File: config.mk
export PLATFORM = sky130hd
export DESIGN_NAME = alu_with_carry_and_skip_condition_core_flat
export DESIGN_NICKNAME = d
export VERILOG_FILES = /design/src/rtl/alucs_pkg.sv /design/src/rtl/alucs_stream_if.sv /design/src/rtl/alucs_alu.sv /design/src/rtl/alucs_flags.sv /design/src/rtl/alu_with_carry_and_skip_condition_core.sv /design/src/flat_wrapper.sv
export SDC_FILE = /design/constraint.sdc
export NUM_CORES = 1
export LEC_CHECK = 0
export BUFFER_PORTS_ARGS = -buffer_cell sky130_fd_sc_hd__buf_4
export CAP_MARGIN = 20
export CORE_MARGIN = 5
export CORE_UTILIZATION = 30
export CTS_BUF_LIST = sky130_fd_sc_hd__clkbuf_8
export DETAILED_ROUTE_END_ITERATION = 10
export MAX_ROUTING_LAYER = met4
export RECOVER_POWER = 50
export SYNTH_ARGS = -nofsm -noshare
export SYNTH_HDL_FRONTEND = slang
export SYNTH_SLANG_ARGS = --single-unit
File: constraint.sdc
create_clock -name clock -period 3.8 [get_ports clock]
set_input_delay 0.19 -clock clock [delete_from_list [all_inputs] [get_ports clock]]
set_output_delay 0.19 -clock clock [all_outputs]
set_load 0.02 [all_outputs]
File: src/rtl/alucs_pkg.sv
// Shared types, codes and constants for the ALU with carry latch and skip condition.
package alucs_pkg;

   localparam int unsigned DATA_WIDTH = 16;

   localparam logic [DATA_WIDTH-1:0] FLAGS_RESET      = 16'h0008;
   localparam logic [DATA_WIDTH-1:0] CARRY_CLEAR_MASK = 16'hfffd;
   localparam logic [DATA_WIDTH-1:0] MERGE_LOW_MASK   = 16'h01ff;
   localparam int unsigned           MERGE_SHIFT      = 9;

   // ALU functions
   localparam logic [2:0] CMD_ADD   = 3'd0;
   localparam logic [2:0] CMD_SUB   = 3'd1;
   localparam logic [2:0] CMD_AND   = 3'd2;
   localparam logic [2:0] CMD_OR    = 3'd3;
   localparam logic [2:0] CMD_SHL   = 3'd4;
   localparam logic [2:0] CMD_SHR   = 3'd5;
   localparam logic [2:0] CMD_MERGE = 3'd6;
   localparam logic [2:0] CMD_ZERO  = 3'd7;

   // skip conditions
   localparam logic [2:0] COND_EQ    = 3'd0;
   localparam logic [2:0] COND_NEQ   = 3'd1;
   localparam logic [2:0] COND_SLT   = 3'd2;
   localparam logic [2:0] COND_SLTEQ = 3'd3;
   localparam logic [2:0] COND_SGT   = 3'd4;
   localparam logic [2:0] COND_SGTEQ = 3'd5;
   localparam logic [2:0] COND_LT    = 3'd6;
   localparam logic [2:0] COND_LTEQ  = 3'd7;

   localparam int unsigned CARRY_BIT = 1;

   typedef struct packed {
      logic [15:0] operand_a;
      logic [15:0] operand_b;
      logic [2:0]  command;
      logic [2:0]  condition;
      logic        check_condition;
      logic        update_carry;
      logic        load_flags;
   } req_payload_type;

   typedef struct packed {
      logic [15:0] alu_result;
      logic        skip;
      logic [15:0] flags_value;
   } rsp_payload_type;

   // carry information from the ALU to the flags unit
   typedef struct packed {
      logic carry_load;
      logic carry_out;
   } alu_status_type;

endpackage

File: src/rtl/alucs_stream_if.sv
// Valid/ready stream interface carrying one payload of a given type.
interface alucs_stream_if #(
   parameter type payload_type = logic
);
   logic        valid;
   logic        ready;
   payload_type payload;

   modport source (output valid, output payload, input ready);
   modport sink   (input valid, input payload, output ready);
endinterface

File: src/rtl/alucs_alu.sv
// ALU function unit: result and carry of one request.
module alucs_alu (
   input  logic [15:0]            operand_a,
   input  logic [15:0]            operand_b,
   input  logic [2:0]             command,
   output logic [15:0]            alu_result,
   output alucs_pkg::alu_status_type status
);

   logic [16:0] sum_full;
   logic [16:0] diff_full;
   logic [4:0]  shift_amount;
   logic        shift_overflow;

   assign sum_full       = {1'b0, operand_a} + {1'b0, operand_b};
   assign diff_full      = {1'b0, operand_a} - {1'b0, operand_b};
   assign shift_amount   = {1'b0, operand_b[3:0]} + 5'd1;
   // b + 1 reaching 16 or more clears the result
   assign shift_overflow = (operand_b > 16'd14);

   always_comb begin
      status.carry_load = 1'b0;
      status.carry_out  = 1'b0;
      case (command)
         alucs_pkg::CMD_ADD: begin
            alu_result        = sum_full[15:0];
            status.carry_load = 1'b1;
            status.carry_out  = sum_full[16];
         end
         alucs_pkg::CMD_SUB: begin
            alu_result        = diff_full[15:0];
            status.carry_load = 1'b1;
            status.carry_out  = diff_full[16];
         end
         alucs_pkg::CMD_AND: alu_result = operand_a & operand_b;
         alucs_pkg::CMD_OR:  alu_result = operand_a | operand_b;
         alucs_pkg::CMD_SHL: alu_result = shift_overflow ? 16'd0 : (operand_a << shift_amount);
         alucs_pkg::CMD_SHR: alu_result = shift_overflow ? 16'd0 : (operand_a >> shift_amount);
         alucs_pkg::CMD_MERGE: begin
            alu_result = (operand_a << alucs_pkg::MERGE_SHIFT)
                       | (operand_b & alucs_pkg::MERGE_LOW_MASK);
         end
         default: alu_result = 16'd0;
      endcase
   end

endmodule

File: src/rtl/alucs_flags.sv
// Flags register, pending carry latch and skip condition evaluation.
module alucs_flags (
   input  logic                     clock,
   input  logic                     reset,
   input  logic                     execute,
   input  logic [15:0]              alu_result,
   input  alucs_pkg::alu_status_type status,
   input  logic [2:0]               condition,
   input  logic                     check_condition,
   input  logic                     update_carry,
   input  logic                     load_flags,
   output logic                     skip,
   output logic [15:0]              flags_next
);

   logic [15:0] flags_ff;
   logic [15:0] flags_in;
   logic        carry_pending_ff;
   logic        carry_pending_in;
   logic        old_carry;
   logic        is_zero;
   logic        is_neg;
   logic        cond_true;

   assign old_carry = flags_ff[alucs_pkg::CARRY_BIT];
   assign is_zero   = (alu_result == 16'd0);
   assign is_neg    = alu_result[15];

   always_comb begin
      case (condition)
         alucs_pkg::COND_EQ:    cond_true = is_zero;
         alucs_pkg::COND_NEQ:   cond_true = !is_zero;
         alucs_pkg::COND_SLT:   cond_true = is_neg;
         alucs_pkg::COND_SLTEQ: cond_true = is_zero || is_neg;
         alucs_pkg::COND_SGT:   cond_true = !is_neg && !is_zero;
         alucs_pkg::COND_SGTEQ: cond_true = !is_neg;
         alucs_pkg::COND_LT:    cond_true = old_carry && !is_zero;
         default:               cond_true = old_carry || is_zero;
      endcase
   end

   assign skip = check_condition && cond_true;

   assign carry_pending_in = status.carry_load ? status.carry_out : carry_pending_ff;

   always_comb begin
      if (load_flags) begin
         flags_in = alu_result;
      end else if (update_carry) begin
         flags_in = (flags_ff & alucs_pkg::CARRY_CLEAR_MASK)
                  | ({15'd0, carry_pending_in} << alucs_pkg::CARRY_BIT);
      end else begin
         flags_in = flags_ff;
      end
   end

   assign flags_next = flags_in;

   always_ff @(posedge clock) begin
      if (reset) begin
         flags_ff         <= alucs_pkg::FLAGS_RESET;
         carry_pending_ff <= 1'b0;
      end else if (execute) begin
         flags_ff         <= flags_in;
         carry_pending_ff <= carry_pending_in;
      end
   end

`ifndef SYNTHESIS
   a_flags_reset: assert property (@(posedge clock)
      reset |=> flags_ff == alucs_pkg::FLAGS_RESET && !carry_pending_ff)
      else $error("flags not at reset value after reset");

   a_flags_hold: assert property (@(posedge clock) disable iff (reset)
      !execute |=> $stable(flags_ff) && $stable(carry_pending_ff))
      else $error("flags changed without a request");

   a_carry_only: assert property (@(posedge clock) disable iff (reset)
      execute && !load_flags |=>
         (flags_ff & alucs_pkg::CARRY_CLEAR_MASK)
            == ($past(flags_ff) & alucs_pkg::CARRY_CLEAR_MASK))
      else $error("carry update touched bits other than the carry");

   a_pending_keep: assert property (@(posedge clock) disable iff (reset)
      execute && !status.carry_load |=> $stable(carry_pending_ff))
      else $error("pending carry changed on a non-arithmetic function");
`endif

endmodule

File: src/rtl/alu_with_carry_and_skip_condition_core.sv
// Top level: ALU with carry latch and skip condition, input and result registers.
//
//   channel     direction  handshake          payload
//   req_stream  in         valid / ready      operand_a, operand_b, command, condition,
//                                             check_condition, update_carry, load_flags
//   rsp_stream  out        valid / ready      alu_result, skip, flags_value
//
// One request per clock while the result is not stalled. A request is captured in the input
// register, evaluated and written with the flags update into the result register.
// The flags register is updated in the same cycle, so the next request sees it.
// Reset (synchronous) sets the flags to 8 and clears the pending carry.
// A stalled result holds both registers; req_stream.ready drops only when both are full.
module alu_with_carry_and_skip_condition_core (
   input  logic clock,
   input  logic reset,
   alucs_stream_if.sink   req_stream,
   alucs_stream_if.source rsp_stream
);

   logic                        in_valid_ff;
   alucs_pkg::req_payload_type  in_payload_ff;
   logic                        out_valid_ff;
   alucs_pkg::rsp_payload_type  out_payload_ff;
   alucs_pkg::rsp_payload_type  out_payload_in;

   logic                        out_free;
   logic                        execute;
   logic                        take_req;
   logic [15:0]                 alu_result;
   alucs_pkg::alu_status_type   status;
   logic                        skip;
   logic [15:0]                 flags_next;

   assign out_free = !out_valid_ff || rsp_stream.ready;
   assign execute  = in_valid_ff && out_free;
   assign take_req = req_stream.valid && req_stream.ready;

   assign req_stream.ready   = !in_valid_ff || out_free;
   assign rsp_stream.valid   = out_valid_ff;
   assign rsp_stream.payload = out_payload_ff;

   alucs_alu u_alu (
      .operand_a  (in_payload_ff.operand_a),
      .operand_b  (in_payload_ff.operand_b),
      .command    (in_payload_ff.command),
      .alu_result (alu_result),
      .status     (status)
   );

   alucs_flags u_flags (
      .clock           (clock),
      .reset           (reset),
      .execute         (execute),
      .alu_result      (alu_result),
      .status          (status),
      .condition       (in_payload_ff.condition),
      .check_condition (in_payload_ff.check_condition),
      .update_carry    (in_payload_ff.update_carry),
      .load_flags      (in_payload_ff.load_flags),
      .skip            (skip),
      .flags_next      (flags_next)
   );

   assign out_payload_in.alu_result  = alu_result;
   assign out_payload_in.skip        = skip;
   assign out_payload_in.flags_value = flags_next;

   always_ff @(posedge clock) begin
      if (reset) begin
         in_valid_ff  <= 1'b0;
         out_valid_ff <= 1'b0;
      end else begin
         if (req_stream.ready) begin
            in_valid_ff <= req_stream.valid;
         end
         if (out_free) begin
            out_valid_ff <= in_valid_ff;
         end
      end
   end

   always_ff @(posedge clock) begin
      if (take_req) begin
         in_payload_ff <= req_stream.payload;
      end
      if (execute) begin
         out_payload_ff <= out_payload_in;
      end
   end

`ifndef SYNTHESIS
   a_in_hold: assert property (@(posedge clock) disable iff (reset)
      in_valid_ff && !execute |=> in_valid_ff && $stable(in_payload_ff))
      else $error("waiting request lost or changed");

   a_out_hold: assert property (@(posedge clock) disable iff (reset)
      out_valid_ff && !rsp_stream.ready |=> out_valid_ff && $stable(out_payload_ff))
      else $error("stalled result lost or changed");

   a_exec_fills: assert property (@(posedge clock) disable iff (reset)
      execute |=> out_valid_ff)
      else $error("evaluated request did not reach the result register");
`endif

endmodule

File: src/flat_wrapper.sv
// flat-port wrapper written by rule: the top's interface ports become plain ports
module alu_with_carry_and_skip_condition_core_flat import alucs_pkg::*;
  (clock, reset, req_stream_valid, req_stream_payload, req_stream_ready, rsp_stream_valid, rsp_stream_payload, rsp_stream_ready);
  alucs_stream_if #(.payload_type(req_payload_type)) req_stream_i ();
  alucs_stream_if #(.payload_type(rsp_payload_type)) rsp_stream_i ();
  input  logic clock;
  input  logic reset;
  input wire logic [$bits(req_stream_i.valid)-1:0] req_stream_valid;
  input wire logic [$bits(req_stream_i.payload)-1:0] req_stream_payload;
  output wire logic [$bits(req_stream_i.ready)-1:0] req_stream_ready;
  output wire logic [$bits(rsp_stream_i.valid)-1:0] rsp_stream_valid;
  output wire logic [$bits(rsp_stream_i.payload)-1:0] rsp_stream_payload;
  input wire logic [$bits(rsp_stream_i.ready)-1:0] rsp_stream_ready;
  assign req_stream_i.valid = req_stream_valid;
  assign req_stream_i.payload = req_stream_payload;
  assign req_stream_ready = req_stream_i.ready;
  assign rsp_stream_valid = rsp_stream_i.valid;
  assign rsp_stream_payload = rsp_stream_i.payload;
  assign rsp_stream_i.ready = rsp_stream_ready;
  alu_with_carry_and_skip_condition_core u_core (.clock(clock), .reset(reset), .req_stream(req_stream_i), .rsp_stream(rsp_stream_i));
endmodule
==> run summary, run 1 <==
DETAILED ROUTING
----------------------------------------------------------------------------------------
Number of search-and-repair iterations in the first detailed-routing pass              5
Detailed-route wire length per cell                                             18.74 µm
DRC errors left                                                                        0
Wirelength, routed                                                              24.35 mm
Average vias per placed instance                                                   5.336
Total number of vias                                                                6931
Number of nets still failing antenna checks after routing                              0
Iteration-0 DRC Markers                                                              908

LOGIC SYNTHESIS
----------------------------------------------------------------------------------------
Complex-gate fraction of the synthesized area                                     0.1929
Count of synthesis-stage warnings from yosys                                           0
Share of flip-flops with an asynchronous set or reset after synthesis                  0
Post-Syn Instances                                                                   786
Dominant register cell in the synthesized netlist                           sky130_fd_sc_hd__edfxtp_1
Largest family of logic cells by synthesized area                           compound AO/OA/AOI/OAI gates
Fraction of the mapped netlist area in adder cells                               0.09485
Share of cell area taken by muxes after synthesis                                 0.1185
Synthesized-area fraction occupied by and/or/nand/nor cells                       0.1517
Xor and xnor fraction of the mapped netlist area                                 0.02211
Netlist area before placement                                               0.007413 mm²
Post-synthesis area per instance                                               9.432 µm²
Sequential-to-total area share from yosys stat                                    0.3511
Synth cell types                                                                      82
Post-synthesis register bit count                                                     93
Synthesized net count                                                                886
Number of enable flip-flop cells after synthesis                                      74

GRT
----------------------------------------------------------------------------------------
Via count of the first global-routing pass                                          6844
GRT Util Overall                                                                  0.1771
Total grt overflow                                                                     0
Number of antenna violations at the first check in global routing                      0
First-pass GRT wire length                                                      38.56 mm
Largest net degree at the start of global routing                                     42

TIMING
----------------------------------------------------------------------------------------
Shortest clock period the worst path allows after layout                        3.861 ns
Final period util                                                                  1.016
Final WS setup                                                               -0.06127 ns
Number of max-slew violations in the final report                                     22
Maximum clock rate                                                            0.2590 GHz
Final-report setup violation count                                                     1
Worst-case headroom to the max-slew limit                                       -0.02950
Final hold vios                                                                        0
Fin Clk Skew                                                                  0.01635 ns
Transition time of the tightest slew-check pin                                  1.543 ns
Unrepaired setup endpoints after global routing                                      yes
Smallest hold slack                                                           0.01994 ns
Total Neg Setup Slack                                                        -0.06127 ns

CELLS AND AREA
----------------------------------------------------------------------------------------
Filler instances                                                                    2433
Area used by sequential logic in the layout                                 0.002603 mm²
Nets@finish                                                                         1070
Layout cells sized above 1                                                        0.2359
Inserted Diodes                                                                        0
Synthesis-to-layout area growth                                                   27.90%
Final cell count without fillers                                                    1299
Area of the multi-input gates                                               0.004379 mm²
Area of all placed cells without fillers                                    0.009482 mm²

WORST SETUP PATH
----------------------------------------------------------------------------------------
Max Fanout on Critical Path                                                           16
Worst-path cell with the longest stage delay                                sky130_fd_sc_hd__or4b_4
WP data arrival                                                                  4.09 ns
CP cell instances                                                           buf_6 -> mux2_1 -> mux4_2 -> nand2_1 -> o21ai_2 -> a221oi_4 -> nand4_1 -> or3_4 -> nor4_4 -> or4b_4 -> a221oi_2
Setup CP Type                                                               flop to flop
Worst path bufs/invs                                                                   1
Cell family with most CP delay                                              simple AND/OR/NAND/NOR gates
Crit start category                                                                 flop
CP endpoint kind                                                                    flop
Delay of the slowest critical-path stage                                         0.49 ns
Crit path required time                                                          4.03 ns

DIE
----------------------------------------------------------------------------------------
Total Die Area                                                               0.02795 mm²
Initial standard-cell utilization of the core                                     0.3048
Vert. Die Dim                                                                   167.2 µm
Placeable core area                                                          0.02432 mm²
Count of standard-cell rows                                                           57
Die extent in x                                                                 167.2 µm
Total I/O pin count                                                                   80

CLOCKING
----------------------------------------------------------------------------------------
Clock transition at path regs                                                    0.11 ns
Clk_lat worst skew                                                               0.40 ns
Cell at the root of the clock tree                                          sky130_fd_sc_hd__clkbuf_8
Number of clock buffers inserted by TritonCTS                                          9
CTS tree                                                                            done
Level count of the clock H-tree                                                        3
Clock Path Buffers                                                                     2
Clock tree sinks                                                                      93

PLACED DESIGN
----------------------------------------------------------------------------------------
Count of port buffers added during placement                                          79
Routability-driven placement congestion ratio                                     0.9910
Placed standard-cell area                                                   0.008867 mm²
Placed Cells incl. Taps                                                             1235
Total half-perimeter wirelength after legalization and detailed placement       18.65 mm

RUN
----------------------------------------------------------------------------------------
# Max-Cap Violations                                                                   1

PWR
----------------------------------------------------------------------------------------
Power density of the placed cells                                           303.0 mW/mm²
Cell leakage power                                                              3.818 nW
Post-layout total power                                                         2.873 mW
Maximum ir drop on the vdd rail                                                 174.5 µV

STATUS
----------------------------------------------------------------------------------------
Status                                                                      finished with violations
Violated checks                                                             capacitance limit, slew limit, setup timing

WORST HOLD PATH
----------------------------------------------------------------------------------------
Worst Hold Class                                                            input pin to flop

synthesized netlist by cell type, types with 4 or more instances:
cell / instances / share of area
sky130_fd_sc_hd__nor4_1: 5 / 0.0042
sky130_fd_sc_hd__nand2b_1: 6 / 0.0051
sky130_fd_sc_hd__or3_1: 4 / 0.0034
sky130_fd_sc_hd__mux4_2: 17 / 0.052
sky130_fd_sc_hd__a211o_1: 5 / 0.0059
sky130_fd_sc_hd__nand4_1: 7 / 0.0059
sky130_fd_sc_hd__buf_1: 4 / 0.0020
sky130_fd_sc_hd__a31oi_1: 9 / 0.0076
sky130_fd_sc_hd__nand2_1: 89 / 0.045
sky130_fd_sc_hd__buf_2: 8 / 0.0054
sky130_fd_sc_hd__mux2_2: 12 / 0.018
sky130_fd_sc_hd__nor2b_1: 10 / 0.0084
sky130_fd_sc_hd__a211oi_1: 18 / 0.018
sky130_fd_sc_hd__nor3_1: 15 / 0.010
sky130_fd_sc_hd__dfxtp_1: 19 / 0.051
sky130_fd_sc_hd__o2111ai_1: 4 / 0.0047
sky130_fd_sc_hd__clkbuf_1: 26 / 0.013
sky130_fd_sc_hd__and2_1: 4 / 0.0034
sky130_fd_sc_hd__xnor2_1: 9 / 0.011
sky130_fd_sc_hd__o21bai_1: 6 / 0.0061
sky130_fd_sc_hd__nor2_1: 58 / 0.029
sky130_fd_sc_hd__a221oi_1: 5 / 0.0059
sky130_fd_sc_hd__inv_1: 55 / 0.028
sky130_fd_sc_hd__o21ai_0: 28 / 0.019
sky130_fd_sc_hd__mux2_1: 6 / 0.0091
sky130_fd_sc_hd__o22ai_1: 12 / 0.010
sky130_fd_sc_hd__clkbuf_8: 4 / 0.0074
sky130_fd_sc_hd__o211ai_1: 9 / 0.0091
sky130_fd_sc_hd__a21oi_1: 65 / 0.044
sky130_fd_sc_hd__nand3_1: 20 / 0.014
sky130_fd_sc_hd__o21ai_1: 5 / 0.0034
sky130_fd_sc_hd__a22oi_1: 4 / 0.0041
sky130_fd_sc_hd__mux2i_1: 24 / 0.032
sky130_fd_sc_hd__ha_1: 53 / 0.089
sky130_fd_sc_hd__a311oi_1: 6 / 0.0071
sky130_fd_sc_hd__xor2_1: 6 / 0.0071
sky130_fd_sc_hd__edfxtp_1: 74 / 0.30
sky130_fd_sc_hd__and3_1: 6 / 0.0051
report_power, final:
| group | internal [mW] | leakage (nW) | switching (mW) |
|---|---|---|---|
| Combinational | 0.430 | 2.85 | 0.554 |
| Sequential | 1.17 | 0.869 | 0.0445 |
| Clock | 0.252 | 0.0949 | 0.420 |
layout make-up:
| class | instances | area share |
|---|---|---|
| Timing Repair Buffer | 220 | 0.1754 |
| Clock inverter | 7 | 0.006994 |
| Tap cell | 324 | 0.04276 |
| Multi-Input combinational cell | 586 | 0.4619 |
| Inverter | 60 | 0.02547 |
| Clock buffer | 9 | 0.01306 |
| Sequential cell | 93 | 0.2745 |
metal layers:
| metal | GRT usage | routed length, µm | vias to the layer above |
|---|---|---|---|
| met5 | - | 0 | - |
| met4 | 0.05187 | 768 | 0 |
| met3 | 0.03819 | 1960 | 67 |
| met2 | 0.2765 | 11000 | 353 |
| met1 | 0.2329 | 10610 | 3242 |
| li1 | - | - | 3269 |
flip-flops by register name (all words and copies together) (netlist names):
name,cells
u_core.in_payload_ff,41
u_core.rsp_stream.payload,33
u_core.u_flags.flags_ff,16
u_core.in_valid_ff,1
u_core.rsp_stream.valid,1
u_core.u_flags.carry_pending_ff,1
repair_timing:
action,CTS,global route
setup buffers,1,4
pin swaps,2,8
setup endpoints to repair,1,1
hold endpoints to repair,41,0
resized for setup,6,15
hold buffers,41,0
per-stage QoR:
step	utilization	setup slack, ns
2_1_floorplan	-	0.03620
3_3_place_gp	0.3646	0.02066
3_5_place_dp	0.3646	-0.1328
4_1_cts	0.3909	0.01045
5_1_grt	0.3899	-0.1323
6_report	0.3899	-0.06127
layout by cell type, fill, tap and decap left out, types with 15 or more instances in the layout:
| cell type | instances |
|---|---|
| sky130_fd_sc_hd__a211oi_1 | 15 |
| sky130_fd_sc_hd__a21oi_1 | 64 |
| sky130_fd_sc_hd__buf_4 | 96 |
| sky130_fd_sc_hd__clkbuf_1 | 36 |
| sky130_fd_sc_hd__clkbuf_4 | 41 |
| sky130_fd_sc_hd__dfxtp_1 | 19 |
| sky130_fd_sc_hd__dlygate4sd3_1 | 41 |
| sky130_fd_sc_hd__edfxtp_1 | 74 |
| sky130_fd_sc_hd__ha_1 | 51 |
| sky130_fd_sc_hd__inv_1 | 53 |
| sky130_fd_sc_hd__mux2i_1 | 24 |
| sky130_fd_sc_hd__mux4_2 | 17 |
| sky130_fd_sc_hd__nand2_1 | 89 |
| sky130_fd_sc_hd__nand3_1 | 20 |
| sky130_fd_sc_hd__nor2_1 | 58 |
| sky130_fd_sc_hd__nor3_1 | 15 |
| sky130_fd_sc_hd__o21ai_0 | 28 |
worst paths after layout:
check,startpoint,to,slack [ns],depth (start not counted)
setup reg to reg,u_core.in_payload_ff[10],u_core.rsp_stream.payload[16],-0.06,11
setup / recovery,u_core.in_payload_ff[10],u_core.rsp_stream.payload[16],-0.06,11
hold reg to reg,u_core.u_flags.flags_ff[0],u_core.u_flags.flags_ff[0],0.46,2
hold / removal,req_stream_valid,u_core.in_valid_ff,0.02,3
cell families (layout without fill, tap and decap cells):
| logic type | after synthesis | count (layout) |
|---|---|---|
| compound gates | 211 | 211 |
| buf+inv | 107 | 296 |
| flops | 93 | 93 |
| fa+ha+maj | 55 | 55 |
| simple gates | 241 | 241 |
| mux | 62 | 62 |
| xor+xnor | 17 | 17 |
worst reg2reg max path, cell delays in order, from the launching register on:
cell,delay [ns]
sky130_fd_sc_hd__edfxtp_1,0.47
sky130_fd_sc_hd__buf_6,0.24
sky130_fd_sc_hd__mux2_1,0.39
sky130_fd_sc_hd__mux4_2,0.48
sky130_fd_sc_hd__nand2_1,0.11
sky130_fd_sc_hd__o21ai_2,0.07
sky130_fd_sc_hd__a221oi_4,0.36
sky130_fd_sc_hd__nand4_1,0.16
sky130_fd_sc_hd__or3_4,0.37
sky130_fd_sc_hd__nor4_4,0.29
sky130_fd_sc_hd__or4b_4,0.49
sky130_fd_sc_hd__a221oi_2,0.26
No activity file was read; power rests on OpenSTA's default activity.
==> inputs of run 2 (changes only) <==
Clock period 3.8 ns to 4.6 ns, I/O delays scaled along.
==> run summary, run 2 (synthesized netlist as in run 1, its figures left out) <==
STATUS
----------------------------------------------------------------------------------------
Status                                                                      finished with violations   unchanged
Violated checks                                                             capacitance limit, slew limit   was capacitance limit, slew limit, setup timing

WORST SETUP PATH
----------------------------------------------------------------------------------------
Worst path bufs/invs                                                                   1   unchanged
WP data arrival                                                                  4.44 ns   was 4.09 ns
Worst-path cell with the longest stage delay                                sky130_fd_sc_hd__edfxtp_1   was sky130_fd_sc_hd__or4b_4
Setup CP Type                                                               flop to flop   unchanged
CP cell instances                                                           inv_1 -> ha_1 -> nor2b_1 -> a211oi_1 -> o21bai_1 -> a31oi_1 -> xor2_1 -> o221ai_1 -> or3_1 -> nor4_2 -> or4b_1 -> a221oi_1   was buf_6 -> mux2_1 -> mux4_2 -> nand2_1 -> o21ai_2 -> a221oi_4 -> nand4_1 -> or3_4 -> nor4_4 -> or4b_4 -> a221oi_2
CP endpoint kind                                                                    flop   unchanged
Crit start category                                                                 flop   unchanged
Delay of the slowest critical-path stage                                         0.54 ns   was 0.49 ns
Max Fanout on Critical Path                                                            8   was 16
Crit path required time                                                          4.82 ns   was 4.03 ns
Cell family with most CP delay                                              simple AND/OR/NAND/NOR gates   unchanged

PWR
----------------------------------------------------------------------------------------
Sw Pwr                                                                         0.8254 mW   was 1.018 mW
Switching power share of the total                                                0.3518   was 0.3544
Power density of the placed cells                                           264.5 mW/mm²   was 303.0 mW/mm²
Maximum ir drop on the vdd rail                                                 120.6 µV   was 174.5 µV
Part of the power in combinational logic                                           0.306   was 0.342
Sequential Power Share                                                             0.432   was 0.423
Cell leakage power                                                              3.472 nW   was 3.818 nW
Internal power contribution                                                     1.521 mW   was 1.855 mW
Clock Power Share                                                                  0.262   was 0.234

PLACED DESIGN
----------------------------------------------------------------------------------------
Total half-perimeter wirelength after legalization and detailed placement       18.12 mm   was 18.65 mm
Placed standard-cell area                                                   0.008367 mm²   was 0.008867 mm²
Count of port buffers added during placement                                          79   unchanged
Routability-driven placement congestion ratio                                     0.9823   was 0.9910

CLOCKING
----------------------------------------------------------------------------------------
Number of clock buffers inserted by TritonCTS                                          9   unchanged
CTS tree                                                                            done   unchanged
Cell at the root of the clock tree                                          sky130_fd_sc_hd__clkbuf_8   unchanged
Clk_lat worst skew                                                               0.41 ns   was 0.40 ns
Clock tree sinks                                                                      93   unchanged
Level count of the clock H-tree                                                        3   unchanged
Clock Path Buffers                                                                     2   unchanged
Clock transition at path regs                                                    0.12 ns   was 0.11 ns

DETAILED ROUTING
----------------------------------------------------------------------------------------
Number of search-and-repair iterations in the first detailed-routing pass              6   was 5
Number of nets still failing antenna checks after routing                              0   unchanged
DRC errors left                                                                        0   unchanged
Wirelength, routed                                                              24.05 mm   was 24.35 mm
Detailed-route wire length per cell                                             19.58 µm   was 18.74 µm
Average vias per placed instance                                                   5.372   was 5.336
Iteration-0 DRC Markers                                                              703   was 908
Total number of vias                                                                6597   was 6931

CELLS AND AREA
----------------------------------------------------------------------------------------
Filler instances                                                                    2448   was 2433
Nets@finish                                                                          999   was 1070
Largest register FFs                                                                  41   unchanged
Synthesis-to-layout area growth                                                   19.65%   was 27.90%
Highest-count cells in the layout ignoring fill and taps                    sky130_fd_sc_hd__nand2_1 (89), sky130_fd_sc_hd__edfxtp_1 (74), sky130_fd_sc_hd__a21oi_1 (65)   was sky130_fd_sc_hd__buf_4 (96), sky130_fd_sc_hd__nand2_1 (89), sky130_fd_sc_hd__edfxtp_1 (74)
Inserted Diodes                                                                        0   unchanged
Layout cells sized above 1                                                        0.1604   was 0.2359
Area of all placed cells without fillers                                    0.008870 mm²   was 0.009482 mm²
Register with the highest flop count                                        u_core.in_payload_ff   unchanged
Most common cell after layout, fill and taps aside                          sky130_fd_sc_hd__nand2_1   was sky130_fd_sc_hd__buf_4

WORST HOLD PATH
----------------------------------------------------------------------------------------
Worst Hold Class                                                            input pin to flop   unchanged

TIMING
----------------------------------------------------------------------------------------
Transition time of the tightest slew-check pin                                  1.529 ns   was 1.543 ns
Worst-case headroom to the max-slew limit                                       -0.01988   was -0.02950
Number of max-slew violations in the final report                                     22   unchanged
Total Neg Setup Slack                                                               0 ns   was -0.06127 ns
Fin Clk Skew                                                                  0.02190 ns   was 0.01635 ns
Shortest clock period the worst path allows after layout                        4.219 ns   was 3.861 ns
Final period util                                                                 0.9171   was 1.016
Final hold vios                                                                        0   unchanged
Maximum clock rate                                                            0.2370 GHz   was 0.2590 GHz
Unrepaired setup endpoints after global routing                                       no   was yes
Final-report setup violation count                                                     0   was 1

RUN
----------------------------------------------------------------------------------------
# Max-Cap Violations                                                                   1   unchanged

DIE
----------------------------------------------------------------------------------------
Vert. Die Dim                                                                   167.2 µm   unchanged
Total Die Area                                                               0.02795 mm²   unchanged
Placeable core area                                                          0.02432 mm²   unchanged
Initial standard-cell utilization of the core                                     0.3048   unchanged
Count of standard-cell rows                                                           57   unchanged
Total I/O pin count                                                                   80   unchanged
Die extent in x                                                                 167.2 µm   unchanged

GRT
----------------------------------------------------------------------------------------
Number of antenna violations at the first check in global routing                      0   unchanged
GRT Util Overall                                                                  0.1712   was 0.1771
Largest net degree at the start of global routing                                     50   was 42
First-pass GRT wire length                                                      36.48 mm   was 38.56 mm
Via count of the first global-routing pass                                          6174   was 6844
Total grt overflow                                                                     0   unchanged

==> run 2: cell type report <==
cell class	count	area, µm²	area share
clock buffer	9	123.9	0.01397
clock inverter	7	83.83	0.009451
inverter	60	241.5	0.02723
multi-input combinational	586	4300	0.4848
sequential	93	2603	0.2934
tap	324	405.4	0.04570
timing repair buffer	149	1112	0.1254
==> run 2: worst paths after layout <==
check	start	to	slack [ns]	cells after the start
max	u_core.in_payload_ff[12]	u_core.rsp_stream.payload[16]	0.38	12
min	req_stream_valid	u_core.in_valid_ff	0.04	3
max reg2reg	u_core.in_payload_ff[12]	u_core.rsp_stream.payload[16]	0.38	12
min reg2reg	u_core.u_flags.flags_ff[10]	u_core.u_flags.flags_ff[10]	0.46	2
==> run 2: per-stage QoR <==
stage / util / instances / power, mW / setup WS (ns) / hold WS, ns
4_1_cts: 0.3690 / 1226 / 2.375 / 0.3734 / 0.005687
3_3_place_gp: 0.3440 / 1170 / 1.728 / 0.4895 / 0.4090
2_1_floorplan: - / 786 / 1.489 / 0.8362 / 0.3289
5_1_grt: 0.3647 / 1228 / 2.465 / 0.1645 / 0.04296
6_report: 0.3647 / 1228 / 2.346 / 0.3812 / 0.04365
3_5_place_dp: 0.3440 / 1170 / 1.725 / 0.4127 / 0.4094
==> run 2: tightest hold or removal path, stage by stage <==
cell	delay (ns)
sky130_fd_sc_hd__buf_4	0.08
sky130_fd_sc_hd__a21oi_1	0.03
sky130_fd_sc_hd__nor2_1	0.06
==> run 2: power by group through the flow <==
| stage | clock (mW) | combinational [mW] | sequential [mW] |
|---|---|---|---|
| after floorplan | 0 | 0.447 | 1.04 |
| after global placement | 0 | 0.693 | 1.04 |
| after detailed placement | 0 | 0.689 | 1.04 |
| after CTS | 0.638 | 0.721 | 1.02 |
| after global routing | 0.670 | 0.775 | 1.02 |
| final | 0.614 | 0.719 | 1.01 |
==> run 2: layer usage <==
metal	GRT usage	vias up	routed length, µm
li1	-	3134	-
met1	0.2357	3084	10720
met2	0.2563	334	10590
met3	0.03324	45	2112
met4	0.05258	0	627
met5	-	-	0
==> run 2: timing repair <==
| action | in CTS | in global routing |
|---|---|---|
| buffers inserted | 0 | 0 |
| hold buffers | 40 | 0 |
| endpoints found under the hold margin | 40 | 0 |
| endpoints found under the setup margin | 0 | 0 |
| gates resized for setup | 0 | 0 |
